[config.mk]
export PLATFORM = sky130hd
export DESIGN_NAME = ufmc_seq
export DESIGN_NICKNAME = d
export VERILOG_FILES = /design/src/hw/rtl/ufmc_pkg.sv /design/src/hw/rtl/ufmc_seq.sv
export SDC_FILE = /design/constraint.sdc
export NUM_CORES = 1
export LEC_CHECK = 0
export ABC_AREA = 1
export BUFFER_PORTS_ARGS = -buffer_cell sky130_fd_sc_hd__buf_2
export CAP_MARGIN = 0
export CELL_PAD_IN_SITES_DETAIL_PLACEMENT = 1
export CELL_PAD_IN_SITES_GLOBAL_PLACEMENT = 1
export CORE_ASPECT_RATIO = 1.2
export CORE_UTILIZATION = 40
export DETAILED_ROUTE_END_ITERATION = 12
export PLACE_DENSITY_LB_ADDON = 0.2
export SYNTH_ARGS = -nofsm -noshare
export SYNTH_HDL_FRONTEND = slang
export SYNTH_SLANG_ARGS = --single-unit
[constraint.sdc]
create_clock -name clk -period 3.72 [get_ports clk]
set_clock_uncertainty 0.05 [all_clocks]
set_input_delay 0.744 -clock clk [delete_from_list [all_inputs] [get_ports clk]]
set_output_delay 0.744 -clock clk [all_outputs]
set_load 0.03 [all_outputs]
[src/hw/rtl/ufmc_pkg.sv]
package ufmc_pkg;

  // field widths
  localparam int CELL_W = 10;
  localparam int SIDE_W = 6;
  localparam int RANK_W = 4;
  localparam int MARK_W = 2;
  localparam int NB_W   = CELL_W + 1;
  localparam int AREA_W = 2 * SIDE_W;

  localparam int MAX_CELLS_DEF = 1024;

  localparam int IN_TDATA_W  = 16;
  localparam int IN_TUSER_W  = 1;
  localparam int OUT_TDATA_W = 16;

  localparam logic [SIDE_W-1:0] GRID_SIDE_RST = SIDE_W'(32);
  localparam logic [RANK_W-1:0] RANK_MAX      = RANK_W'(15);

  localparam logic [MARK_W-1:0] WALL_EAST  = 2'b01;
  localparam logic [MARK_W-1:0] WALL_SOUTH = 2'b10;
  localparam logic [MARK_W-1:0] WALLS_BOTH = WALL_EAST | WALL_SOUTH;

  // remainder unit: one quotient bit per step
  localparam int                DIVC_W    = $clog2(CELL_W + 1);
  localparam logic [DIVC_W-1:0] DIV_STEPS = DIVC_W'(CELL_W);

  // microprogram
  localparam int STEP_W = 5;
  typedef logic [STEP_W-1:0] step_t;

  localparam step_t STEP_IDLE     = 5'd0;
  localparam step_t STEP_DISPATCH = 5'd1;
  localparam step_t STEP_CHK      = 5'd2;
  localparam step_t STEP_MARKS    = 5'd3;
  localparam step_t STEP_DIV      = 5'd4;
  localparam step_t STEP_NB       = 5'd5;
  localparam step_t STEP_NBCHK    = 5'd6;
  localparam step_t STEP_WA       = 5'd7;
  localparam step_t STEP_WB_RD    = 5'd8;
  localparam step_t STEP_WB       = 5'd9;
  localparam step_t STEP_RANK_A   = 5'd10;
  localparam step_t STEP_RANK_B   = 5'd11;
  localparam step_t STEP_MERGE    = 5'd12;
  localparam step_t STEP_CLEAR    = 5'd13;
  localparam step_t STEP_CLR      = 5'd14;
  localparam step_t STEP_FIN      = 5'd15;
  localparam step_t STEP_RET      = 5'd16;
  localparam step_t STEP_BOOT     = 5'd17;
  localparam step_t STEP_BOOT_CLR = 5'd18;
  localparam step_t STEP_BOOT_END = 5'd19;

  typedef enum logic [4:0] {
    UOP_NONE,
    UOP_ACCEPT,
    UOP_CHECK,
    UOP_RD_WALL,
    UOP_LOAD_MARKS,
    UOP_DIV_STEP,
    UOP_NEIGHBOUR,
    UOP_RD_A,
    UOP_WALK_A,
    UOP_RD_B,
    UOP_WALK_B,
    UOP_RD_RANK_A,
    UOP_RD_RANK_B,
    UOP_MERGE,
    UOP_CLR_INIT,
    UOP_CLR_WRITE,
    UOP_FINISH
  } uop_t;

  typedef enum logic [3:0] {
    UC_NEXT,
    UC_ALWAYS,
    UC_NO_ITEM,
    UC_CMD,
    UC_BAD,
    UC_DIV_BUSY,
    UC_NOT_ROOT,
    UC_SAME,
    UC_SWEEP_BUSY,
    UC_OUT_BUSY
  } ucond_t;

  typedef struct packed {
    uop_t   op;
    ucond_t cond;
    step_t  target;
  } uword_t;

  typedef struct packed {
    logic no_item;
    logic cmd;
    logic bad;
    logic div_busy;
    logic not_root;
    logic same;
    logic sweep_busy;
    logic out_busy;
  } dp_status_t;

  function automatic uword_t ucode_rom(input step_t step);
    uword_t w;
    w = '{op: UOP_NONE, cond: UC_ALWAYS, target: STEP_IDLE};
    case (step)
      STEP_IDLE:     w = '{op: UOP_ACCEPT,     cond: UC_NO_ITEM,    target: STEP_IDLE};
      STEP_DISPATCH: w = '{op: UOP_CHECK,      cond: UC_CMD,        target: STEP_CLEAR};
      STEP_CHK:      w = '{op: UOP_RD_WALL,    cond: UC_BAD,        target: STEP_FIN};
      STEP_MARKS:    w = '{op: UOP_LOAD_MARKS, cond: UC_NEXT,       target: STEP_IDLE};
      STEP_DIV:      w = '{op: UOP_DIV_STEP,   cond: UC_DIV_BUSY,   target: STEP_DIV};
      STEP_NB:       w = '{op: UOP_NEIGHBOUR,  cond: UC_NEXT,       target: STEP_IDLE};
      STEP_NBCHK:    w = '{op: UOP_RD_A,       cond: UC_BAD,        target: STEP_FIN};
      STEP_WA:       w = '{op: UOP_WALK_A,     cond: UC_NOT_ROOT,   target: STEP_WA};
      STEP_WB_RD:    w = '{op: UOP_RD_B,       cond: UC_NEXT,       target: STEP_IDLE};
      STEP_WB:       w = '{op: UOP_WALK_B,     cond: UC_NOT_ROOT,   target: STEP_WB};
      STEP_RANK_A:   w = '{op: UOP_RD_RANK_A,  cond: UC_SAME,       target: STEP_FIN};
      STEP_RANK_B:   w = '{op: UOP_RD_RANK_B,  cond: UC_NEXT,       target: STEP_IDLE};
      STEP_MERGE:    w = '{op: UOP_MERGE,      cond: UC_ALWAYS,     target: STEP_FIN};
      STEP_CLEAR:    w = '{op: UOP_CLR_INIT,   cond: UC_NEXT,       target: STEP_IDLE};
      STEP_CLR:      w = '{op: UOP_CLR_WRITE,  cond: UC_SWEEP_BUSY, target: STEP_CLR};
      STEP_FIN:      w = '{op: UOP_FINISH,     cond: UC_OUT_BUSY,   target: STEP_FIN};
      STEP_RET:      w = '{op: UOP_NONE,       cond: UC_ALWAYS,     target: STEP_IDLE};
      STEP_BOOT:     w = '{op: UOP_CLR_INIT,   cond: UC_NEXT,       target: STEP_IDLE};
      STEP_BOOT_CLR: w = '{op: UOP_CLR_WRITE,  cond: UC_SWEEP_BUSY, target: STEP_BOOT_CLR};
      STEP_BOOT_END: w = '{op: UOP_NONE,       cond: UC_ALWAYS,     target: STEP_IDLE};
      default:       w = '{op: UOP_NONE,       cond: UC_ALWAYS,     target: STEP_IDLE};
    endcase
    return w;
  endfunction

endpackage

[src/hw/rtl/ufmc_seq.sv]
module ufmc_seq (
  input  logic                 clk,
  input  logic                 rst_n,
  input  ufmc_pkg::dp_status_t status,
  output ufmc_pkg::uword_t     ctrl
);
  import ufmc_pkg::*;

  step_t  upc_r;
  step_t  upc_nxt;
  uword_t uw;
  logic   take;

  assign uw   = ucode_rom(upc_r);
  assign ctrl = uw;

  always_comb begin
    case (uw.cond)
      UC_NEXT:       take = 1'b0;
      UC_ALWAYS:     take = 1'b1;
      UC_NO_ITEM:    take = status.no_item;
      UC_CMD:        take = status.cmd;
      UC_BAD:        take = status.bad;
      UC_DIV_BUSY:   take = status.div_busy;
      UC_NOT_ROOT:   take = status.not_root;
      UC_SAME:       take = status.same;
      UC_SWEEP_BUSY: take = status.sweep_busy;
      UC_OUT_BUSY:   take = status.out_busy;
      default:       take = 1'b0;
    endcase
    upc_nxt = take ? uw.target : upc_r + 1'b1;
  end

  // reset enters the clearing pass
  always_ff @(posedge clk) begin
    if (!rst_n) begin
      upc_r <= STEP_BOOT;
    end else begin
      upc_r <= upc_nxt;
    end
  end

endmodule

Word-level counts from Yosys, hierarchy flattened:

Memory sizes are Yosys's and may differ from the RTL's. A register that Yosys moved wholly into a read port is not among the register bits.
Cells that the tools add are included.

* flip-flop bits (word level): 5
* bits of input ports: 10
* memories kept: 1
* output and inout bits: 14
* bits in read-only memories: 448

* eq/ne operators: 9
* add/subtract/negate cells: 1
* multiplexer cells: 3

Memories
* (name not given): words 32, bits a word 14, read ports 1, clocked after memory_dff 1, wr ports 0, line ufmc_pkg.sv:106 `case (step)`

Operators by type and width (count)
* $eq 4x3->1 const B: 4
* $mux 5: 2
* $pmux 1 s9: 1
* $eq 4x2->1 const B: 2
* $eq 4x4->1 const B: 2
* $add 5x1->5 const B: 1
* $eq 4x1->1 const B: 1

Depth between registers and ports, before layout:

Gate-level depths: netlist of the first run.

* depth in word-level cells: 4
* depth in mapped cells: 19
* mapped depth without buffers: 19

Least setup slack after synthesis of the first run:

Ideal clock, no wire load.

* kind: input to register
* start: input port status[2] (netlist bit)
* end: register, netlist name ctrl[6]
* path slack: 1.237 ns
* setup time: 0.064 ns
* arrival: 2.369 ns
* buffers on the path: 0
* cell stages on the path: 18
* data required time: 3.606 ns
* cells stage by stage: nand2_1 nand3_1 nand2_1 nand2_1 nand2_1 nor2_2 or2_0 o21ai_0 nor2_2 inv_1 ha_1 inv_1 nand2_2 inv_2 nand2_2 nand2_2 inv_1 nor2_1

* cells in the longest elaborated chain, start to end: 3

RTL lines
* start: declaration: line ufmc_seq.sv:4 `input ufmc_pkg::dp_status_t status,`
* $pmux 1 s9: line ufmc_seq.sv:18 `case (uw.cond)`
* $mux 5: line ufmc_seq.sv:31 `upc_nxt = take ? uw.target : upc_r + 1'b1;`
* $mux 5 (no line)

Every way passes these cells.
A chain may end at the register's enable or synchronous reset.

Final worst setup path of the first run:

* start: input port status[2] (netlist bit)
* end: register, netlist name ctrl[2]

* cells in the longest elaborated chain, start to end: 3

RTL lines (line)
* $pmux 1 s9: ufmc_seq.sv:18
* $mux 5: ufmc_seq.sv:31
* $mux 5 (no line)

Every way passes these cells.

==> results of run 1 <==
==> tightest hold or removal path, delay by kind of cell, from the launching register on <==
kind | cells | cell delay [ns]
simple gates | 3 | 0.23
flops | 1 | 0.33
buf+inv | 1 | 0.06
==> cell usage after synthesis, drive strengths merged <==
| master | count |
|---|---|
| xor2 | 2 |
| o21ai | 8 |
| inv | 24 |
| xnor2 | 1 |
| buf | 1 |
| nand3b | 1 |
| a21oi | 4 |
| dfxtp | 19 |
| or2 | 1 |
| ha | 7 |
| nand4 | 1 |
| nand3 | 17 |
| clkinv | 1 |
| nand2 | 46 |
| nor2 | 22 |
==> logic make-up after synthesis <==
group           share of synthesized area, %
compound gates                          6.11
simple gates                            39.6
fa+ha+maj                               7.92
buf+inv                                 9.62
flops                                   34.4
xor+xnor                                2.38
==> state kept, by name, summed over array words and instances (netlist names) <==
register,flops
ctrl,14
upc_r,5
==> where the power goes <==
part | total, uW | leakage, uW | switching [uW] | internal, uW
clock network | 102 | 0.0000177 | 62.3 | 39.9
registers | 332 | 0.000157 | 47.1 | 285
logic | 830 | 0.000518 | 584 | 246
==> per-layer routing <==
layer	up-vias	part of all wire (%)
met4	0	1.0
met5	-	0
met2	12	54
met3	2	1.4
met1	458	44
li1	531	-
==> through the flow <==
| step | utilization [%] | setup slack (ns) | power [uW] |
|---|---|---|---|
| 2_1_floorplan | - | 1.24 | 961 |
| 3_3_place_gp | 48.7 | 0.903 | 1130 |
| 3_5_place_dp | 48.7 | 0.782 | 1170 |
| 4_1_cts | 49.8 | 1.06 | 1280 |
| 5_1_grt | 49.8 | 0.819 | 1390 |
| 6_report | 49.8 | 1.07 | 1260 |
==> cell type report <==
| type | count | area share [%] |
|---|---|---|
| Inverter | 25 | 7.71 |
| Clock inverter | 1 | 0.390 |
| Multi-Input combinational cell | 110 | 48.3 |
| Tap cell | 33 | 3.22 |
| Sequential cell | 19 | 29.7 |
| Timing Repair Buffer | 23 | 8.98 |
| Clock buffer | 3 | 1.76 |
==> worst paths after layout <==
path / from / end / slack, ns / depth (start not counted)
max: status[2] / ctrl[2]$_SDFF_PP0_ / 1.07 / 17
min: ctrl[1]$_DFF_P_ / upc_r[1]$_SDFF_PN0_ / 0.60 / 4
max reg2reg: ctrl[6]$_SDFF_PP0_ / ctrl[2]$_SDFF_PP0_ / 1.13 / 16
min reg2reg: ctrl[1]$_DFF_P_ / upc_r[1]$_SDFF_PN0_ / 0.60 / 4
==> impl_metrics.tcl, run 1 <==
set metrics [dict create \
    hold_buffers 0 \
    synth_area_um2 1110 \
    core-area_um2 2580 \
    crit_slowest_cell "nor2_2" \
    cts.sinks 19 \
    ys_seq_area_share_pct 34.4 \
    rows 20 \
    setup_viol 0 \
    drc_errors 0 \
    yosysTopAreaCell "dfxtp_1" \
    grt_pass1_wl_mm 4.74 \
    cts.reportedPaths.clkPinSlew_ns 0.11 \
    layout_commonest_cell "nand2_1" \
    finalWirelength_mm 2.72 \
    root_buffer "clkbuf_4" \
    cp-start-kind "input pin" \
    grt_max_degree 12 \
    layout_common_cells "nand2_1, buf_2, inv_1" \
    clockBufferDepth 2 \
    drive_above_1_share_pct 29.3 \
    use_met3_pct 2.31 \
    relSlewSlack_pct 79.2 \
    place_congestion 0.851 \
    yosysUniqueCellTypes 24 \
    dp_hpwl_mm 2.27 \
    critPathMaxFanout 5 \
    start_util_pct 42.9 \
    cp_common_cell "nand2_1" \
    p_leak_uw 0.000693 \
    dp_cells 210 \
    synth-seq-cells 19 \
    syn_nets 172 \
    worst_hold_path_type "flop to flop" \
    ant_nets 0 \
    crit_chain "buf_2, nand2_1, nand3_1, nand2_1, nand2_1, nand2_1, nor2_2, or2_0, o21ai_0, nor2_2, inv_1, ha_1, inv_1, nand4_1, nand3_1, inv_1, nor2_1" \
    path_buf_inv 4 \
    fin_cells 214 \
    design_area_um2 1280 \
    die_h_um 59.6 \
    antenna_found_initial 0 \
    required_ns 3.89 \
    cts_tree "built" \
    htree_levels 1 \
    busiest_layer "met2" \
    powerDensity_nw_per_um2 985 \
    wire_per_inst_um 12.7 \
    grt_usage_pct 21.2 \
    routed_via_density 4.69 \
    clock_latency_ns 0.29 \
    slew_violations 0 \
    post-route-period-util_pct 71.1 \
    grtUsageMet1_pct 25.4 \
    cts-buffers-inserted 3 \
    outcome "finished clean" \
    grt-ovfl-total 0 \
    hold-worst-slack_ns 0.598 \
    critical_path_class "input pin to flop" \
    multiInputGateArea_um2 619 \
    regArea_um2 380 \
    io_pins 24 \
    final_hold_viol_count 0 \
    nFillCells 357 \
    first_pass_iters 4 \
    num_antenna_cells 0 \
    finalCriticalPeriod_ns 2.65 \
    worstMarginPinSlew_ns 0.312 \
    grt_pass1_vias 1066 \
    cts_resized 0 \
    post_dp_cell_area_um2 1250 \
    synthCells 155 \
    peakVddDrop_mv 0.403 \
    area_delta_synth_final_pct 16.0 \
    cts_setup_buffers 0 \
    num_vias 1003 \
    first_iter_violations 13 \
    synth_top_area_share_pct 34.4 \
    syn_area_per_cell_um2 7.14 \
    crit_arrival_ns 2.82 \
    port_buffers 23 \
    fmax_ghz 0.378 \
    maxCapViolCount 0 \
    die_area_um2 2980 \
    netlist_top_cells_area "dfxtp_1, nand2_1, ha_1" \
    max_stage_delay_ns 0.22 \
    crit_family "simple AND/OR/NAND/NOR gates" \
    cp-end-kind "flop" \
    grt_use_met2_pct 39.2 \
    die_width_um 50.0 \
    ys_warn_count 0 \
    fin_tns_setup_ns 0 \
    rsz0062_at_grt "false" \
    layout.nets 199 \
]
(Power assumes the default switching activity.)
==> inputs of run 2 (changes only) <==
ABC_AREA = 0   (was 1)
clock period = 2.76 ns   (was 3.72 ns; I/O delays follow)
==> run 2 against run 1 <==
Effect of this change: the run now ends with setup timing left; wire length up 59%; global-route usage is 7.4 points higher; combinational power is 110% higher; worst setup slack worse by 1.1 ns; first-iteration DRC count grew 110%; cell area grew 33%; sequential share of layout area fell by 6.8 points; critical path depth down 3; power increased by 91%; sequential power grew 58%; synthesized cell count down 5.2%; via count is 34% higher; critical path type is now flop to flop; largest power group unchanged.
==> impl_metrics.tcl, run 2 <==
set metrics [dict create \
    critical_path_class "flop to flop" \
    die_h_um 63.5 \
    p_leak_uw 0.000736 \
    routed_via_density 5.92 \
    max_stage_delay_ns 0.40 \
    fin_ws_ns -0.0444 \
    grt-ovfl-total 0 \
    swShare_pct 50.4 \
    wire_per_inst_um 19.0 \
    netlist_top_cells_area "dfxtp_1, ha_1, nand2_1" \
    power_frac_comb_pct 71.8 \
    cts_tree "built" \
    crit_path_start "ctrl[7]$_SDFF_PP0_" \
    regArea_um2 389 \
    intPower_uw 1200 \
    antenna_found_initial 0 \
    drc_errors 0 \
    relSlewSlack_pct 72.4 \
    synth.most_common_cell "dfxtp_1" \
    critPathMaxFanout 5 \
    synth_top_family_by_area "simple AND/OR/NAND/NOR gates" \
    cp.depth 14 \
    die_width_um 53.2 \
    area_delta_synth_final_pct 35.1 \
    post-route-period-util_pct 102 \
    r2r_setup_slack_ns -0.04 \
    finalWirelength_mm 4.32 \
    io_pins 24 \
    rr_startpoint "ctrl[7]$_SDFF_PP0_" \
    ys_warn_count 0 \
    layout_common_cells "buf_2, buf_4, dfxtp_1" \
    hold_buffers 0 \
    cp-end-kind "flop" \
    grt_max_degree 14 \
    cts.sinks 19 \
    first_pass_iters 4 \
    num_vias 1344 \
    clkPwrFrac_pct 6.5 \
    required_ns 2.92 \
    syn_nets 164 \
    htree_levels 1 \
    crit_slowest_cell "dfxtp_4" \
    crit_chain "mux2_2, a32oi_4, nand2_4, nor2_4, a21oi_2, and2_4, ha_4, nor4b_2, nand3_1, nand2_1, a21oi_1, or2_4, a221oi_2, a211oi_1" \
    outcome "complete, but fails checks" \
    design_area_um2 1700 \
    violations "setup timing" \
    dp_hpwl_mm 3.15 \
    powerDensity_nw_per_um2 1420 \
    peakVddDrop_mv 0.758 \
    power_switching_uw 1220 \
    multiInputGateArea_um2 928 \
    yosysUniqueCellTypes 50 \
    worst_hold_path_type "flop to flop" \
    synth_xor_area_share_pct 2.09 \
    grt_pass1_wl_mm 7.05 \
    nFillCells 366 \
    final_hold_viol_count 0 \
    root_buffer "clkbuf_4" \
    layout.nets 211 \
    fmax_ghz 0.357 \
    synth_simple_gate_area_share_pct 25.5 \
    post_dp_cell_area_um2 1600 \
    start_util_pct 43.6 \
    ys_seq_area_share_pct 30.2 \
    layout_commonest_cell "buf_2" \
    synth_compound_area_share_pct 24.4 \
    rows 21 \
    finalCriticalPeriod_ns 2.80 \
    die_area_um2 3380 \
    port_buffers 23 \
    muxShareOfSynthArea_pct 7.05 \
    syn_area_per_cell_um2 8.57 \
    synth_edf_count 0 \
    core-area_um2 2890 \
    worstMarginPinSlew_ns 0.412 \
    setup_viol 1 \
    place_congestion 0.852 \
    slew_violations 0 \
    rsz0062_at_grt "true" \
    hold-worst-slack_ns 0.551 \
    synthTopCellsByCount "dfxtp_1, nand2_1, nor2_1" \
    path_buf_inv 0 \
    ys.flop_type "dfxtp_1" \
    grt_pass1_vias 1460 \
    hold_start "ctrl[1]$_DFF_P_" \
    dp_cells 219 \
    grt_usage_pct 28.5 \
    clockBufferDepth 2 \
    cp-start-kind "flop" \
    largest_reg_flops 14 \
    cts-buffers-inserted 3 \
    crit_family "simple AND/OR/NAND/NOR gates" \
    synth-async-reset-ratio_pct 0 \
    r2r_cells 14 \
    crit_arrival_ns 2.97 \
    synth_top_area_share_pct 30.2 \
    synth_fa_ha_area_share_pct 6.95 \
    fin_cells 227 \
    synth-seq-cells 19 \
    maxCapViolCount 0 \
    clock_latency_ns 0.32 \
    synth_area_um2 1260 \
    drive_above_1_share_pct 39.9 \
    ant_nets 0 \
    pwr-share-seq_pct 21.7 \
    synthCells 147 \
    first_iter_violations 27 \
    cts.reportedPaths.clkPinSlew_ns 0.12 \
    num_antenna_cells 0 \
    hold_path_depth 2 \
    yosysTopAreaCell "dfxtp_1" \
]
-- run 2: cells by family after synthesis --
| logic type | Yosys count |
|---|---|
| simple gates | 58 |
| compound gates | 42 |
| flops | 19 |
| buf+inv | 11 |
| mux | 7 |
| fa+ha+maj | 7 |
| xor+xnor | 3 |
-- run 2: power groups by stage --
stage	clock network (uW)	logic, uW	registers [uW]
finish	158	1730	524
detailed placement	0	1580	522
global placement	0	1530	511
CTS	154	1680	518
floorplan	0	967	644
global route	168	1870	539
-- run 2: routing by layer --
| layer | track usage (%) | routed length, um |
|---|---|---|
| met1 | 34.4 | 1820 |
| met2 | 50.0 | 2310 |
| met4 | 9.54 | 87 |
| met3 | 3.38 | 91 |
| met5 | 0 | 0 |
-- run 2: what timing repair did --
action                                  in CTS  in global routing
resized for setup                            5                  4
endpoints found under the setup margin       1                  8
setup buffers                                4                  0
pin swaps                                    4                  3
-- run 2: path summary, 6_finish.rpt --
path	to
worst max register to register	ctrl[5]$_DFF_P_
worst min-delay path	upc_r[1]$_SDFF_PN0_
worst min register to register	upc_r[1]$_SDFF_PN0_
worst max-delay path	ctrl[5]$_DFF_P_
-- run 2: through the flow --
| step | total power [uW] | TNS (ns) | worst slack [ns] | util (%) |
|---|---|---|---|---|
| floorplan | 1610 | -0.184 | -0.184 | - |
| global placement | 2040 | -0.622 | -0.217 | 55.4 |
| detailed placement | 2110 | -1.08 | -0.347 | 55.4 |
| CTS | 2350 | -0.0273 | -0.0273 | 58.2 |
| global route | 2580 | -0.210 | -0.210 | 58.9 |
| finish | 2420 | -0.0444 | -0.0444 | 58.9 |
-- run 2: final cells by class --
| class | count | share of cell area (%) |
|---|---|---|
| multi-input combinational | 117 | 54.6 |
| inverter | 9 | 2.28 |
| sequential | 19 | 22.9 |
| clock buffer | 4 | 1.54 |
| tap | 34 | 2.50 |
| timing repair buffer | 44 | 16.3 |
-- run 2: worst reg2reg max path, cell delays in order, from the launching register on --
cell and delay (ns):
dfxtp_4 0.40, mux2_2 0.38, a32oi_4 0.30, nand2_4 0.13, nor2_4 0.11, a21oi_2 0.05
and2_4 0.16, ha_4 0.17, nor4b_2 0.20, nand3_1 0.10, nand2_1 0.07, a21oi_1 0.07
or2_4 0.24, a221oi_2 0.22, a211oi_1 0.07
